<file path="config.mk">
export PLATFORM = sky130hd
export DESIGN_NAME = stai_div
export DESIGN_NICKNAME = d
export VERILOG_FILES = /design/src/hdl/stai_pkg.sv /design/src/hdl/stai_div.sv
export SDC_FILE = /design/constraint.sdc
export NUM_CORES = 1
export LEC_CHECK = 0
export BUFFER_PORTS_ARGS = -buffer_cell sky130_fd_sc_hd__buf_2
export CORE_AREA = 3 3 152 154
export CTS_BUF_LIST = sky130_fd_sc_hd__clkbuf_4 sky130_fd_sc_hd__clkbuf_8
export DETAILED_ROUTE_END_ITERATION = 8
export DIE_AREA = 0 0 155 157
export PLACE_DENSITY = 0.62
export SYNTH_ARGS = -nofsm -noshare
export SYNTH_HDL_FRONTEND = slang
export SYNTH_SLANG_ARGS = --single-unit
</file>
<file path="constraint.sdc">
create_clock -name clk_i -period 4 [get_ports clk_i]
set_input_delay 0.4 -clock clk_i [delete_from_list [all_inputs] [get_ports clk_i]]
set_output_delay 0.4 -clock clk_i [all_outputs]
set_load 0.1 [all_outputs]
</file>
<file path="src/hdl/stai_pkg.sv">
// ----------------------------------------------------------------------------
// stai_pkg
// Shared types and constants for the stroke-to-angle table interpolator.
// ----------------------------------------------------------------------------
package stai_pkg;

  localparam int unsigned BUCKETS_DEF    = 256;
  localparam int unsigned MAX_POINTS_DEF = 4;

  localparam int unsigned STROKE_W = 24;
  localparam int unsigned ANGLE_W  = 32;
  localparam int unsigned SLOPE_W  = 32;
  localparam int unsigned CNT_W    = 3;
  localparam int unsigned POINT_W  = STROKE_W + ANGLE_W + SLOPE_W;

  // quotient = (stroke delta * 2^24) / slope
  localparam int unsigned FRAC_SHIFT = 24;
  localparam int unsigned DIV_NUM_W  = STROKE_W + 1 + FRAC_SHIFT;
  localparam int unsigned DIV_DEN_W  = SLOPE_W;

  // register indexes
  localparam logic REG_TABLE_OFFSET   = 1'b0;
  localparam logic REG_BUCKETS_IN_USE = 1'b1;

  typedef enum logic [1:0] {
    CMD_WR_CAND  = 2'd0,
    CMD_WR_APPX  = 2'd1,
    CMD_SET_CNT  = 2'd2,
    CMD_CONVERT  = 2'd3
  } cmd_e;

  typedef enum logic [11:0] {
    ST_CLEAR     = 12'b000000000001,
    ST_IDLE      = 12'b000000000010,
    ST_CNT       = 12'b000000000100,
    ST_P0        = 12'b000000001000,
    ST_P1        = 12'b000000010000,
    ST_SCAN_ADDR = 12'b000000100000,
    ST_SCAN_CHK  = 12'b000001000000,
    ST_APX_ADDR  = 12'b000010000000,
    ST_APX_CHK   = 12'b000100000000,
    ST_DIV       = 12'b001000000000,
    ST_FIN       = 12'b010000000000,
    ST_OUT       = 12'b100000000000
  } state_e;

  typedef struct packed {
    logic [1:0]                  command;
    logic [7:0]                  bucket;
    logic [1:0]                  slot;
    logic signed [STROKE_W-1:0]  point_stroke;
    logic signed [ANGLE_W-1:0]   point_angle;
    logic signed [SLOPE_W-1:0]   point_slope;
    logic [CNT_W-1:0]            candidate_count;
    logic [CNT_W-1:0]            appendix_count;
    logic signed [STROKE_W-1:0]  stroke_in;
  } in_word_t;

  typedef struct packed {
    logic signed [ANGLE_W-1:0] angle_out;
    logic                      empty_bucket;
  } out_word_t;

  typedef struct packed {
    logic signed [STROKE_W-1:0] stroke;
    logic signed [ANGLE_W-1:0]  angle;
    logic signed [SLOPE_W-1:0]  slope;
  } point_t;

  typedef struct packed {
    logic                 start;
    logic [DIV_NUM_W-1:0] num_mag;
    logic [DIV_DEN_W-1:0] den_mag;
  } div_req_t;

  typedef struct packed {
    logic                 busy;
    logic                 done;
    logic [DIV_NUM_W-1:0] quot_mag;
  } div_rsp_t;

endpackage

</file>
<file path="src/hdl/stai_div.sv">
// ----------------------------------------------------------------------------
// stai_div
// Unsigned restoring divider, one quotient bit per cycle.
// ----------------------------------------------------------------------------
module stai_div (
  input  logic               clk_i,
  input  logic               rst_ni,
  input  stai_pkg::div_req_t req_i,
  output stai_pkg::div_rsp_t rsp_o
);

  localparam int unsigned NW = stai_pkg::DIV_NUM_W;
  localparam int unsigned DW = stai_pkg::DIV_DEN_W;
  localparam int unsigned CW = $clog2(NW + 1);

  logic          busy_q, busy_d;
  logic          done_q, done_d;
  logic [CW-1:0] cnt_q, cnt_d;
  logic [NW-1:0] num_q, num_d;
  logic [NW-1:0] quo_q, quo_d;
  logic [DW-1:0] den_q, den_d;
  logic [DW:0]   rem_q, rem_d;
  logic [DW:0]   rem_sh;
  logic          fits;

  assign rem_sh = {rem_q[DW-1:0], num_q[NW-1]};
  assign fits   = rem_sh >= {1'b0, den_q};

  always_comb begin
    busy_d = busy_q;
    done_d = 1'b0;
    cnt_d  = cnt_q;
    num_d  = num_q;
    quo_d  = quo_q;
    den_d  = den_q;
    rem_d  = rem_q;
    if (req_i.start) begin
      busy_d = 1'b1;
      cnt_d  = CW'(NW);
      num_d  = req_i.num_mag;
      den_d  = req_i.den_mag;
      rem_d  = '0;
      quo_d  = '0;
    end else if (busy_q) begin
      rem_d = fits ? (rem_sh - {1'b0, den_q}) : rem_sh;
      quo_d = {quo_q[NW-2:0], fits};
      num_d = {num_q[NW-2:0], 1'b0};
      cnt_d = cnt_q - CW'(1);
      if (cnt_q == CW'(1)) begin
        busy_d = 1'b0;
        done_d = 1'b1;
      end
    end
  end

  always_ff @(posedge clk_i or negedge rst_ni) begin
    if (!rst_ni) begin
      busy_q <= 1'b0;
      done_q <= 1'b0;
      cnt_q  <= '0;
    end else begin
      busy_q <= busy_d;
      done_q <= done_d;
      cnt_q  <= cnt_d;
    end
  end

  always_ff @(posedge clk_i) begin
    num_q <= num_d;
    quo_q <= quo_d;
    den_q <= den_d;
    rem_q <= rem_d;
  end

  assign rsp_o.busy     = busy_q;
  assign rsp_o.done     = done_q;
  assign rsp_o.quot_mag = quo_q;

endmodule

</file>
==> summary.txt <==
CTS
  – Clock latency on the worst-skew pair: 0.47 ns
  – Post-CTS resize count: 0
  – Clk slew on worst S/H paths: 0.10 ns
  – Setup Buffers After CTS: 0
  – Clock tree from TritonCTS: built
  – CTS H-Tree Depth: 4
  – Cell at the root of the clock tree: clkbuf_8
  – Total CTS buffers: 17
  – Deepest clock path buffer count: 2
  – Sink count of the clock tree: 170

Synthesis
  – Commonest register cell after synthesis: edfxtp_1
  – Post-synth EDFFs: 81
  – Post-Syn Area per Cell: 10.5 um^2
  – Synth warn: 0
  – Post-synthesis cell type with the largest combined area: edfxtp_1
  – Fraction of post-synthesis cell area in the top cell type by area: 28.7%
  – FF+latch count, synth: 170
  – Share of synthesized registers carrying an async set or reset: 4.71%
  – Top cells by area, synth: edfxtp_1 29%, dfxtp_1 19%, mux2_2 6.5%
  – Library cells used by synthesis: 64
  – Gate count of the mapped netlist: 804
  – Sequential fraction of the synthesis area: 50.3%
  – Netlist Area Pre-Place: 0.00847 mm^2
  – Synthesized netlist net count: 923

Critical path
  – Worst EP required: 4.36 ns
  – Arrival @ worst endpoint: 3.39 ns
  – Path type of the worst setup path: flop to flop
  – Endpoint of the most critical register-to-register path: rem_q[18]
  – Depth of the worst register-to-register path: 11
  – Type of origin of the critical path: flop
  – Critical path endpoint category: flop
  – Reg-to-reg slack, setup: 0.97 ns
  – Max Fanout on Critical Path: 24
  – R2r startpoint: den_q[24]

GRT
  – Largest net degree at the start of global routing: 100
  – Wire length of the first global-routing pass: 30.8 mm
  – Number of antenna violations at the first check in global routing: 7
  – Global-route usage over all layers: 15.6%
  – Overall overflow remaining after global route: 0
  – Via count of the first global-routing pass: 6135

Die
  – Die width: 155 um
  – DIE AREA: 0.0243 mm^2
  – Placeable core region: 0.0218 mm^2
  – IO Pins: 135
  – Chip height: 157 um
  – Initial core utilization: 38.8%
  – Row Count: 54

Placed design
  – HPWL Detailed: 12.9 mm
  – Port buffer count: 134
  – Instance area at placement: 0.00933 mm^2
  – Gpl congestion: 0.854
  – Post-placement cell count: 1178

Cells and area
  – Nets: 1037
  – Commonest non-fill, non-tap cell in the layout: buf_2
  – Highest-count cells in the layout ignoring fill and taps: 133 x buf_2, 100 x nor2_1, 81 x edfxtp_1, 81 x dfxtp_1, 70 x nand2_1
  – Total non-filler cell area in the finished layout: 0.00977 mm^2
  – Fraction of final layout cells sized beyond drive strength 1: 25.5%
  – Fillers: 2123
  – Synth-to-layout area growth: 15.4%
  – Register area: 0.00426 mm^2
  – Final Non-Filler Cells: 1213
  – Multi-input combinational cell area: 0.00384 mm^2

Detailed routing
  – DRC violation total after the first TritonRoute iteration: 275
  – First-pass detailed-route iteration total: 5
  – Wire per inst: 15.5 um
  – Via total after detailed routing: 6208
  – Number of remaining DRC errors: 0
  – Final ANT Viol Nets: 0
  – Ratio of routed vias to standard cells: 5.12
  – Post-Route WL: 18.8 mm

Timing
  – Hold slack final: 0.105 ns
  – RSZ-0062 raised after global routing: false
  – Total count of max-transition violations in the final report: 0
  – Worst slew pin tran: 1.05 ns
  – Accumulated negative setup slack: 0 ns
  – Time the worst path needs with I/O delays and setup: 3.03 ns
  – Worst Clk Skew: 0.0249 ns
  – Max frequency: 331 MHz
  – Finish-stage setup viols: 0
  – Period utilisation layout: 75.6%
  – Worst-case headroom to the max-slew limit: 29.8%
  – Final hold viol count: 0

Worst hold path
  – Number of cells traversed by the worst hold path: 1
  – Worst hold-check path type: input port to flop
  – Min-delay src: req_i[18]
  – Hold-critical path endpoint: den_q[18]

Power and ir drop
  – Leak Pwr: 4.52 nW
  – Total power consumption of the routed design: 0.00548 W
  – Max IR drop VDD: 0.277 mV
  – PD cells: 561 mW/mm^2

Run status
  – Outcome: finished clean

Job
  – Maxcap violations: 0
==> synthesized netlist by cell type, types with 2 or more instances <==
cell type,n
xnor2_1,20
and2_1,3
o21ai_1,2
a211oi_1,7
nand2_1,70
buf_4,6
buf_2,9
a21o_1,14
a311oi_1,18
inv_1,40
mux2_2,49
a21oi_1,40
nor3_1,7
o211ai_1,4
nand2b_1,13
a21boi_0,3
buf_1,5
dfrtp_1,8
a211o_1,2
edfxtp_1,81
o21a_1,2
ha_1,34
o21bai_1,3
o311ai_0,2
o31ai_1,4
nand3_1,13
a21oi_2,2
nand4_1,9
dfxtp_1,81
nor2_1,100
clkbuf_2,2
or2_2,2
clkbuf_1,22
o21ba_2,2
a32oi_1,2
mux2i_1,55
nor4_1,4
a31oi_1,4
xor2_1,8
nand3b_1,3
o21ai_0,23
nor2b_1,4
==> per-stage QoR <==
| step | setup WS [ns] | utilization, % |
|---|---|---|
| floorplan | 1.45 | - |
| global placement | 1.09 | 42.8 |
| detailed placement | 1.01 | 42.8 |
| CTS | 0.955 | 44.8 |
| global route | 0.734 | 44.8 |
| finish | 0.975 | 44.8 |
==> what timing repair did <==
action	CTS	global route
hold buffers	1	0
setup endpoints to repair	0	0
endpoints found under the hold margin	8	0
==> registers in the layout, indices dropped and copies added, names as in the netlist <==
register,flops
quo_q,49
rem_q,32
busy_q,1
done_q,1
cnt_q,6
num_q,49
den_q,32
==> worst max path at each step <==
stage	depth (start not counted)	endpoint	startpoint	slack, ns
floorplan	12	rem_q[24]	den_q[4]	1.45
global placement	11	rem_q[30]	num_q[48]	1.09
detailed placement	11	rem_q[18]	den_q[24]	1.01
CTS	11	rem_q[18]	den_q[24]	0.96
global route	11	rem_q[18]	den_q[15]	0.73
finish	11	rem_q[18]	den_q[24]	0.97
==> worst max-delay path, stage by stage, from the launching register on <==
cell and delay [ns]:
edfxtp_1 0.33, inv_1 0.04, ha_1 0.44, nand4_1 0.20
nor3_2 0.24, inv_2 0.06, a2111oi_4 0.36, o2111ai_2 0.23
nand2_1 0.11, buf_4 0.32, o311ai_0 0.23, a311oi_1 0.34
==> power by group <==
group / switching, W / internal [W]
Clock: 0.000734 / 0.000541
Combinational: 0.00120 / 0.000800
Sequential: 0.000147 / 0.00206
==> kinds of logic (layout without fill, tap and decap cells) <==
family | Yosys count | in the layout | synth area share [%]
and+or+nand+nor | 236 | 236 | 12.4
DFF | 170 | 170 | 50.3
AOI/OAI and AO/OA | 145 | 145 | 11.9
muxes | 104 | 104 | 13.0
buffers and inverters | 86 | 213 | 4.33
adders and majority gates | 35 | 35 | 5.26
xor gates and xnor gates | 28 | 28 | 2.90
other | 0 | 2 | 0
==> final cells by class <==
| class | instances | share of cell area (%) |
|---|---|---|
| multi-input combinational | 548 | 39.3 |
| clock buffer | 18 | 2.47 |
| sequential | 170 | 43.6 |
| antenna | 2 | 0.0512 |
| clock inverter | 14 | 1.86 |
| inverter | 41 | 1.57 |
| tap | 280 | 3.59 |
| timing repair buffer | 140 | 7.54 |
==> layer usage <==
layer	share of wire, %	track usage (%)	routed length (um)	vias to the layer above
met5	0.37	0	70	-
met4	1.2	4.16	221	12
met3	7.9	6.63	1470	29
met2	45	24.5	8500	149
met1	45	19.9	8500	2924
li1	-	-	-	3094
(Power assumes the default switching activity.)
