## src/hdl/stai_ram.sv

```systemverilog
// ----------------------------------------------------------------------------
// stai_ram
// Generic single-write, single-read RAM with registered read data.
// ----------------------------------------------------------------------------
module stai_ram #(
  parameter int unsigned WIDTH = 8,
  parameter int unsigned DEPTH = 16
) (
  input  logic                     clk_i,
  input  logic                     we_i,
  input  logic [$clog2(DEPTH)-1:0] waddr_i,
  input  logic [WIDTH-1:0]         wdata_i,
  input  logic [$clog2(DEPTH)-1:0] raddr_i,
  output logic [WIDTH-1:0]         rdata_o
);

  logic [WIDTH-1:0] mem_q [DEPTH];

  always_ff @(posedge clk_i) begin
    if (we_i) begin
      mem_q[waddr_i] <= wdata_i;
    end
    rdata_o <= mem_q[raddr_i];
  end

endmodule

```

## config.mk

```make
export PLATFORM = sky130hd
export DESIGN_NAME = stai_ram
export DESIGN_NICKNAME = d
export VERILOG_FILES = /design/src/hdl/stai_ram.sv
export SDC_FILE = /design/constraint.sdc
export NUM_CORES = 1
export LEC_CHECK = 0
export BUFFER_PORTS_ARGS = -buffer_cell sky130_fd_sc_hd__buf_2
export CORE_MARGIN = 2
export CORE_UTILIZATION = 25
export DETAILED_ROUTE_END_ITERATION = 10
export SLEW_MARGIN = 40
export SYNTH_ARGS = -nofsm -noshare
export SYNTH_HDL_FRONTEND = slang
export SYNTH_SLANG_ARGS = --single-unit
```

## constraint.sdc

```tcl
create_clock -name clk_i -period 4.2 [get_ports clk_i]
set_input_delay 0.63 -clock clk_i [delete_from_list [all_inputs] [get_ports clk_i]]
set_output_delay 0.63 -clock clk_i [all_outputs]
set_load 0.1 [all_outputs]
```

==> flow_metrics.py, run 1 <==
metrics = {
    "run_status": {
        "status": "complete, no violations",
    },
    "cts": {
        "clk_latency_ns": 0.41,
        "cts_buffer_depth": 2,
        "numCtsBuffers": 17,
        "cts_tree": "done",
        "cts.htree.levels": 4,
        "holdBufCountCts": 0,
        "cts_resized": 0,
        "path_clk_slew_ns": 0.06,
        "clock-root-buffer": "clkbuf_16",
        "numClockSinks": 136,
        "post-cts-setup-buffer-count": 0,
    },
    "global_routing": {
        "grt_pass1_wl_um": 16600,
        "grt_pass1_vias": 2573,
        "antenna_found_initial": 0,
        "grt_start_max_net_pins": 33,
        "overflow": 0,
        "grt_usage": 0.108,
    },
    "min_path": {
        "hold_path_class": "input pin to flip-flop",
    },
    "timing": {
        "worstMarginPinSlew_ns": 0.842,
        "final_hold_viol_count": 0,
        "relSlewSlack": 0.439,
        "finalCritPeriodShare": 0.513,
        "rsz0062_at_grt": "false",
        "slew_viol_final": 0,
        "setup_tns_ns": 0,
        "finalSetupViolCount": 0,
        "post-route-min-period_ns": 2.15,
        "max_clock_freq_ghz": 0.464,
        "fin_skew_ns": 0.0111,
        "timing.hold.ws_ns": 0.602,
    },
    "finish": {
        "num_antenna_cells": 0,
        "instances_no_fill": 548,
        "num-fill-cells": 1915,
        "post-route-cell-area_um2": 6250,
        "syn_to_final_growth_pct": 21.4,
        "nNetsFinal": 283,
        "drive_above_1_share": 0.342,
    },
    "power_and_ir_drop": {
        "leakage_nw": 2.01,
        "peakVddDrop_uv": 379,
        "power.density_nw_per_um2": 533,
    },
    "worst_setup_path": {
        "critPathArrivalTime_ns": 2.45,
        "slowest_stage": "mux4_1",
        "crit_type": "input pin to flip-flop",
        "crit_required_ns": 4.50,
        "cp_cell_sequence": "buf_2 > buf_4 > mux4_1 > a22oi_1 > nand2_1",
        "critPathMaxFanout": 19,
        "critPathCaptureType": "flip-flop",
        "start_kind": "input pin",
        "cp_slowest_stage_delay_ns": 0.61,
    },
    "logic_synthesis": {
        "synth_cell_types": 19,
        "synth_xor_xnor_area_share": 0,
        "synth_most_common_cell": "edfxtp_1",
        "ys_top_cells_by_count": "edfxtp_1, mux4_2, a22oi_1",
        "ys_top_cells_by_area": "edfxtp_1, mux4_2, mux4_1",
        "postSynthAreaPerCell_um2": 22.5,
        "synth_edf_count": 128,
        "synth_cells": 229,
        "syn-num-nets": 247,
        "yosys_warnings": 0,
        "synthArstFlopShare": 0,
        "synthSimpleGateAreaFrac": 0.0318,
        "synth_seq_area_share": 0.778,
        "ys_ff_latch": 136,
        "synth_fa_ha_area_frac": 0,
        "yosysTopAreaCell": "edfxtp_1",
        "synth_area_um2": 5150,
        "synth_ff_type": "edfxtp_1",
        "synth_top_area_frac": 0.747,
        "muxShareOfSynthArea": 0.150,
        "synth_compound_gate_area_share": 0.0233,
        "synth_top_family_by_area": "multiplexers",
    },
    "placed_design": {
        "gp_congestion": 0.733,
        "numPortBuffers": 25,
        "place_area_um2": 5590,
        "hpwlAfterDp_um": 6790,
        "dp.cells": 516,
    },
    "floorplan": {
        "fp.coreArea_um2": 20200,
        "initial_utilization": 0.254,
        "fp.dieArea_um2": 21800,
        "die_h_um": 147,
        "pin_count": 26,
        "die_w_um": 147,
        "rows": 52,
    },
    "drt": {
        "vias": 2424,
        "via_per_inst": 4.42,
        "wire_per_inst_um": 20.4,
        "totalWireLength_um": 11200,
        "ant_nets": 0,
        "dr.pass1.iters": 4,
        "dr.first_iter.drc_count": 305,
        "drc": 0,
    },
    "run": {
        "drv_cap": 0,
    },
}
[through the flow]
step	util	power (mW)	setup WS (ns)
after floorplan	-	1.70	2.08
after detailed placement	0.276	1.76	1.61
final	0.309	3.33	2.05
after global routing	0.309	3.43	1.90
after global placement	0.274	1.75	1.46
after CTS	0.308	3.36	2.01
[sequential cells by signal, indices dropped and copies added, names as in the netlist]
register	count
rdata_o	8
mem_q	128
[routing by layer]
layer,track usage,part of all wire,up-vias
met4,0.0380,0.0084,0
met5,0,0,-
met2,0.158,0.46,84
met1,0.156,0.47,1278
li1,-,-,1052
met3,0.0306,0.062,10
[kinds of logic (layout without fill, tap and decap cells)]
| family | count (synthesis) | after routing |
|---|---|---|
| AO/OA/AOI/OAI | 16 | 16 |
| buffers and inverters | 10 | 59 |
| flip-flops | 136 | 136 |
| multiplexers | 32 | 32 |
| AND/OR/NAND/NOR | 35 | 35 |
[final timing paths]
| path | from | endpoint | slack [ns] | depth (start not counted) |
|---|---|---|---|---|
| worst max-delay path | raddr_i[0] | rdata_o[5]$_DFF_P_ | 2.05 | 5 |
| worst min-delay path | wdata_i[0] | mem_q[11][0]$_DFFE_PP_ | 0.60 | 1 |
| worst min register to register | mem_q[12][5]$_DFFE_PP_ | rdata_o[5]$_DFF_P_ | 0.68 | 3 |
| worst max register to register | mem_q[10][7]$_DFFE_PP_ | rdata_o[7]$_DFF_P_ | 2.81 | 3 |
[layout make-up]
cell class,instances,area (µm²),area share
Clock inverter,15,214,0.0342
Sequential cell,136,4000,0.641
Tap cell,270,338,0.0541
Clock buffer,17,425,0.0681
Timing Repair Buffer,27,140,0.0224
Multi-Input combinational cell,83,1130,0.180
[report_power, final]
| group | total (mW) | switching [mW] | internal (mW) |
|---|---|---|---|
| combinational | 0.205 | 0.150 | 0.0557 |
| sequential | 1.53 | 0.0112 | 1.52 |
| clock | 1.59 | 0.586 | 1.01 |
| total | 3.33 | 0.747 | 2.58 |
[cells in the final DEF, fill, tap and decap left out, types with 3 or more instances in the layout]
cell type and instances:
clkinvlp_4 4, dfxtp_1 8, mux4_2 18, buf_2 25, mux4_1 14, clkbuf_16 17, inv_6 5, nor2_2 13
a22oi_1 16, edfxtp_1 128, bufinv_16 4, nor3_4 3, nand2_1 9
[worst max-delay path: cells and delay by family]
kind | cells | cell delay (ns)
and+or+nand+nor | 1 | 0.07
AOI/OAI and AO/OA | 1 | 0.23
muxes | 1 | 0.61
buffers and inverters | 2 | 0.90
No activity file was read; power rests on OpenSTA's default activity.
==> run 2: changes to the inputs <==
==> constraint.sdc (replaced) <==
create_clock -name clk_i -period 2.1 [get_ports clk_i]
set_input_delay 0.315 -clock clk_i [delete_from_list [all_inputs] [get_ports clk_i]]
set_output_delay 0.315 -clock clk_i [all_outputs]
set_load 0.1 [all_outputs]
==> flow_metrics.py, run 2 (synthesis gave the netlist of run 1 again) <==
metrics = {
    "run_status": {
        "status": "complete, no violations",
    },
    "worst_setup_path": {
        "slowest_stage": "buf_2",
        "crit_type": "flip-flop to output port",
        "cp_cell_sequence": "buf_2",
        "crit_start": "rdata_o[7]$_DFF_P_",
        "timing.rr.start": "mem_q[7][4]$_DFFE_PP_",
        "crit_required_ns": 1.78,
        "crit_family": "buffers and inverters",
        "critPathMaxFanout": 1,
        "critPathCaptureType": "output port",
        "cp_slowest_stage_delay_ns": 0.46,
        "path_buf_inv": 1,
        "start_kind": "flip-flop",
        "critPathArrivalTime_ns": 1.27,
    },
    "drt": {
        "route.met3.wl_um": 377,
        "met2WireLength_um": 4820,
        "drc": 0,
        "totalWireLength_um": 10300,
        "via_per_inst": 4.22,
        "dr.first_iter.drc_count": 235,
        "top_layer": "met4",
        "wire_per_inst_um": 18.1,
        "wl_met1_um": 4970,
        "vias": 2390,
        "ant_nets": 0,
        "dr.pass1.iters": 5,
    },
    "finish": {
        "num_antenna_cells": 0,
        "nNetsFinal": 301,
        "top_register": "mem_q",
        "final_util": 0.312,
        "drive_above_1_share": 0.321,
        "post-route-cell-area_um2": 6310,
        "largest_reg_flops": 128,
        "reg_top3": "mem_q (128), rdata_o (8)",
        "mostFrequentLayoutCell": "edfxtp_1",
        "final_cell_mix": "edfxtp_1, buf_2, mux4_2, buf_4, clkbuf_16",
        "syn_to_final_growth_pct": 22.7,
    },
    "run": {
        "drv_cap": 0,
    },
    "cts": {
        "clock-root-buffer": "clkbuf_16",
        "cts.htree.levels": 4,
        "cts_tree": "done",
        "numClockSinks": 136,
        "numCtsBuffers": 17,
        "cts_buffer_depth": 2,
        "post-cts-setup-buffer-count": 0,
        "path_clk_slew_ns": 0.06,
        "holdBufCountCts": 0,
        "cts_resized": 0,
        "clk_latency_ns": 0.41,
    },
    "timing": {
        "finalSetupViolCount": 0,
        "post-route-min-period_ns": 1.58,
        "finalWorstSetupSlack_ns": 0.516,
        "max_clock_freq_ghz": 0.631,
        "fin_skew_ns": 0.0123,
        "relSlewSlack": 0.661,
        "slew_viol_final": 0,
        "rsz0062_at_grt": "false",
        "worstMarginPinSlew_ns": 0.512,
        "final_hold_viol_count": 0,
        "finalCritPeriodShare": 0.754,
        "setup_tns_ns": 0,
    },
    "global_routing": {
        "grt_pass1_wl_um": 15700,
        "grt_pass1_vias": 2537,
        "overflow": 0,
        "grt_usage": 0.100,
        "grt_start_max_net_pins": 33,
        "antenna_found_initial": 0,
    },
    "power_and_ir_drop": {
        "pwr-share-seq": 0.470,
        "peakVddDrop_uv": 647,
        "p_int_mw": 5.07,
        "total_power_mw": 6.50,
        "leakage_nw": 2.10,
        "p_clk_frac": 0.466,
        "power.density_nw_per_um2": 1030,
        "pwr-share-comb": 0.064,
        "p_switching_mw": 1.43,
        "power_switching_share": 0.219,
    },
    "placed_design": {
        "preCtsSetupSlack_ns": 0.248,
        "hpwlAfterDp_um": 6610,
        "numPortBuffers": 25,
        "gp_congestion": 0.698,
        "place_area_um2": 5700,
    },
    "floorplan": {
        "initial_utilization": 0.254,
        "die_h_um": 147,
        "fp.dieArea_um2": 21800,
        "rows": 52,
        "fp.coreArea_um2": 20200,
        "pin_count": 26,
        "die_w_um": 147,
    },
    "min_path": {
        "hold_path_class": "input pin to flip-flop",
        "hold_path.startpoint": "wdata_i[2]",
    },
}
-- run 2: changes by cell type in the layout (fill, tap and decap cells not counted), moves of 2 or more --
cell and delta:
nor2_1 +13, nor3_1 +3, nor2_2 -13, nor3_4 -3, buf_12 +2, clkinv_4 +3
inv_6 -2, buf_4 +16, clkinvlp_4 -2
-- run 2: layout make-up --
| type | count | area, µm² |
|---|---|---|
| Fill cell | 1910 | 13900 |
| Multi-Input combinational cell | 83 | 1060 |
| Tap cell | 270 | 338 |
| Clock buffer | 19 | 443 |
| Timing Repair Buffer | 45 | 300 |
| Clock inverter | 13 | 171 |
| Sequential cell | 136 | 4000 |
-- run 2: through the flow --
stage	hold WS, ns	cells
2_1_floorplan	0.414	229
3_3_place_gp	0.662	534
3_5_place_dp	0.662	534
4_1_cts	0.277	566
5_1_grt	0.284	566
6_report	0.284	566
-- run 2: worst paths after layout --
kind	to	depth (start not counted)	slack (ns)
worst max-delay path	rdata_o[7]	1	0.52
worst min-delay path	mem_q[15][2]$_DFFE_PP_	1	0.28
worst max register to register	rdata_o[4]$_DFF_P_	3	0.73
worst min register to register	rdata_o[7]$_DFF_P_	3	0.67
-- run 2: metal layers --
metal | GRT usage | up-vias
li1 | - | 1080
met1 | 0.140 | 1246
met2 | 0.151 | 54
met3 | 0.0293 | 10
met4 | 0.0317 | 0
met5 | 0 | -
-- run 2: power groups by stage --
stage                     sequential, mW  combinational (mW)  clock [mW]
after floorplan                     3.24               0.154           0
after global placement              3.11               0.411           0
after detailed placement            3.12               0.420           0
after CTS                           3.06               0.421        3.08
after global routing                3.06               0.442        3.22
final                               3.06               0.413        3.03
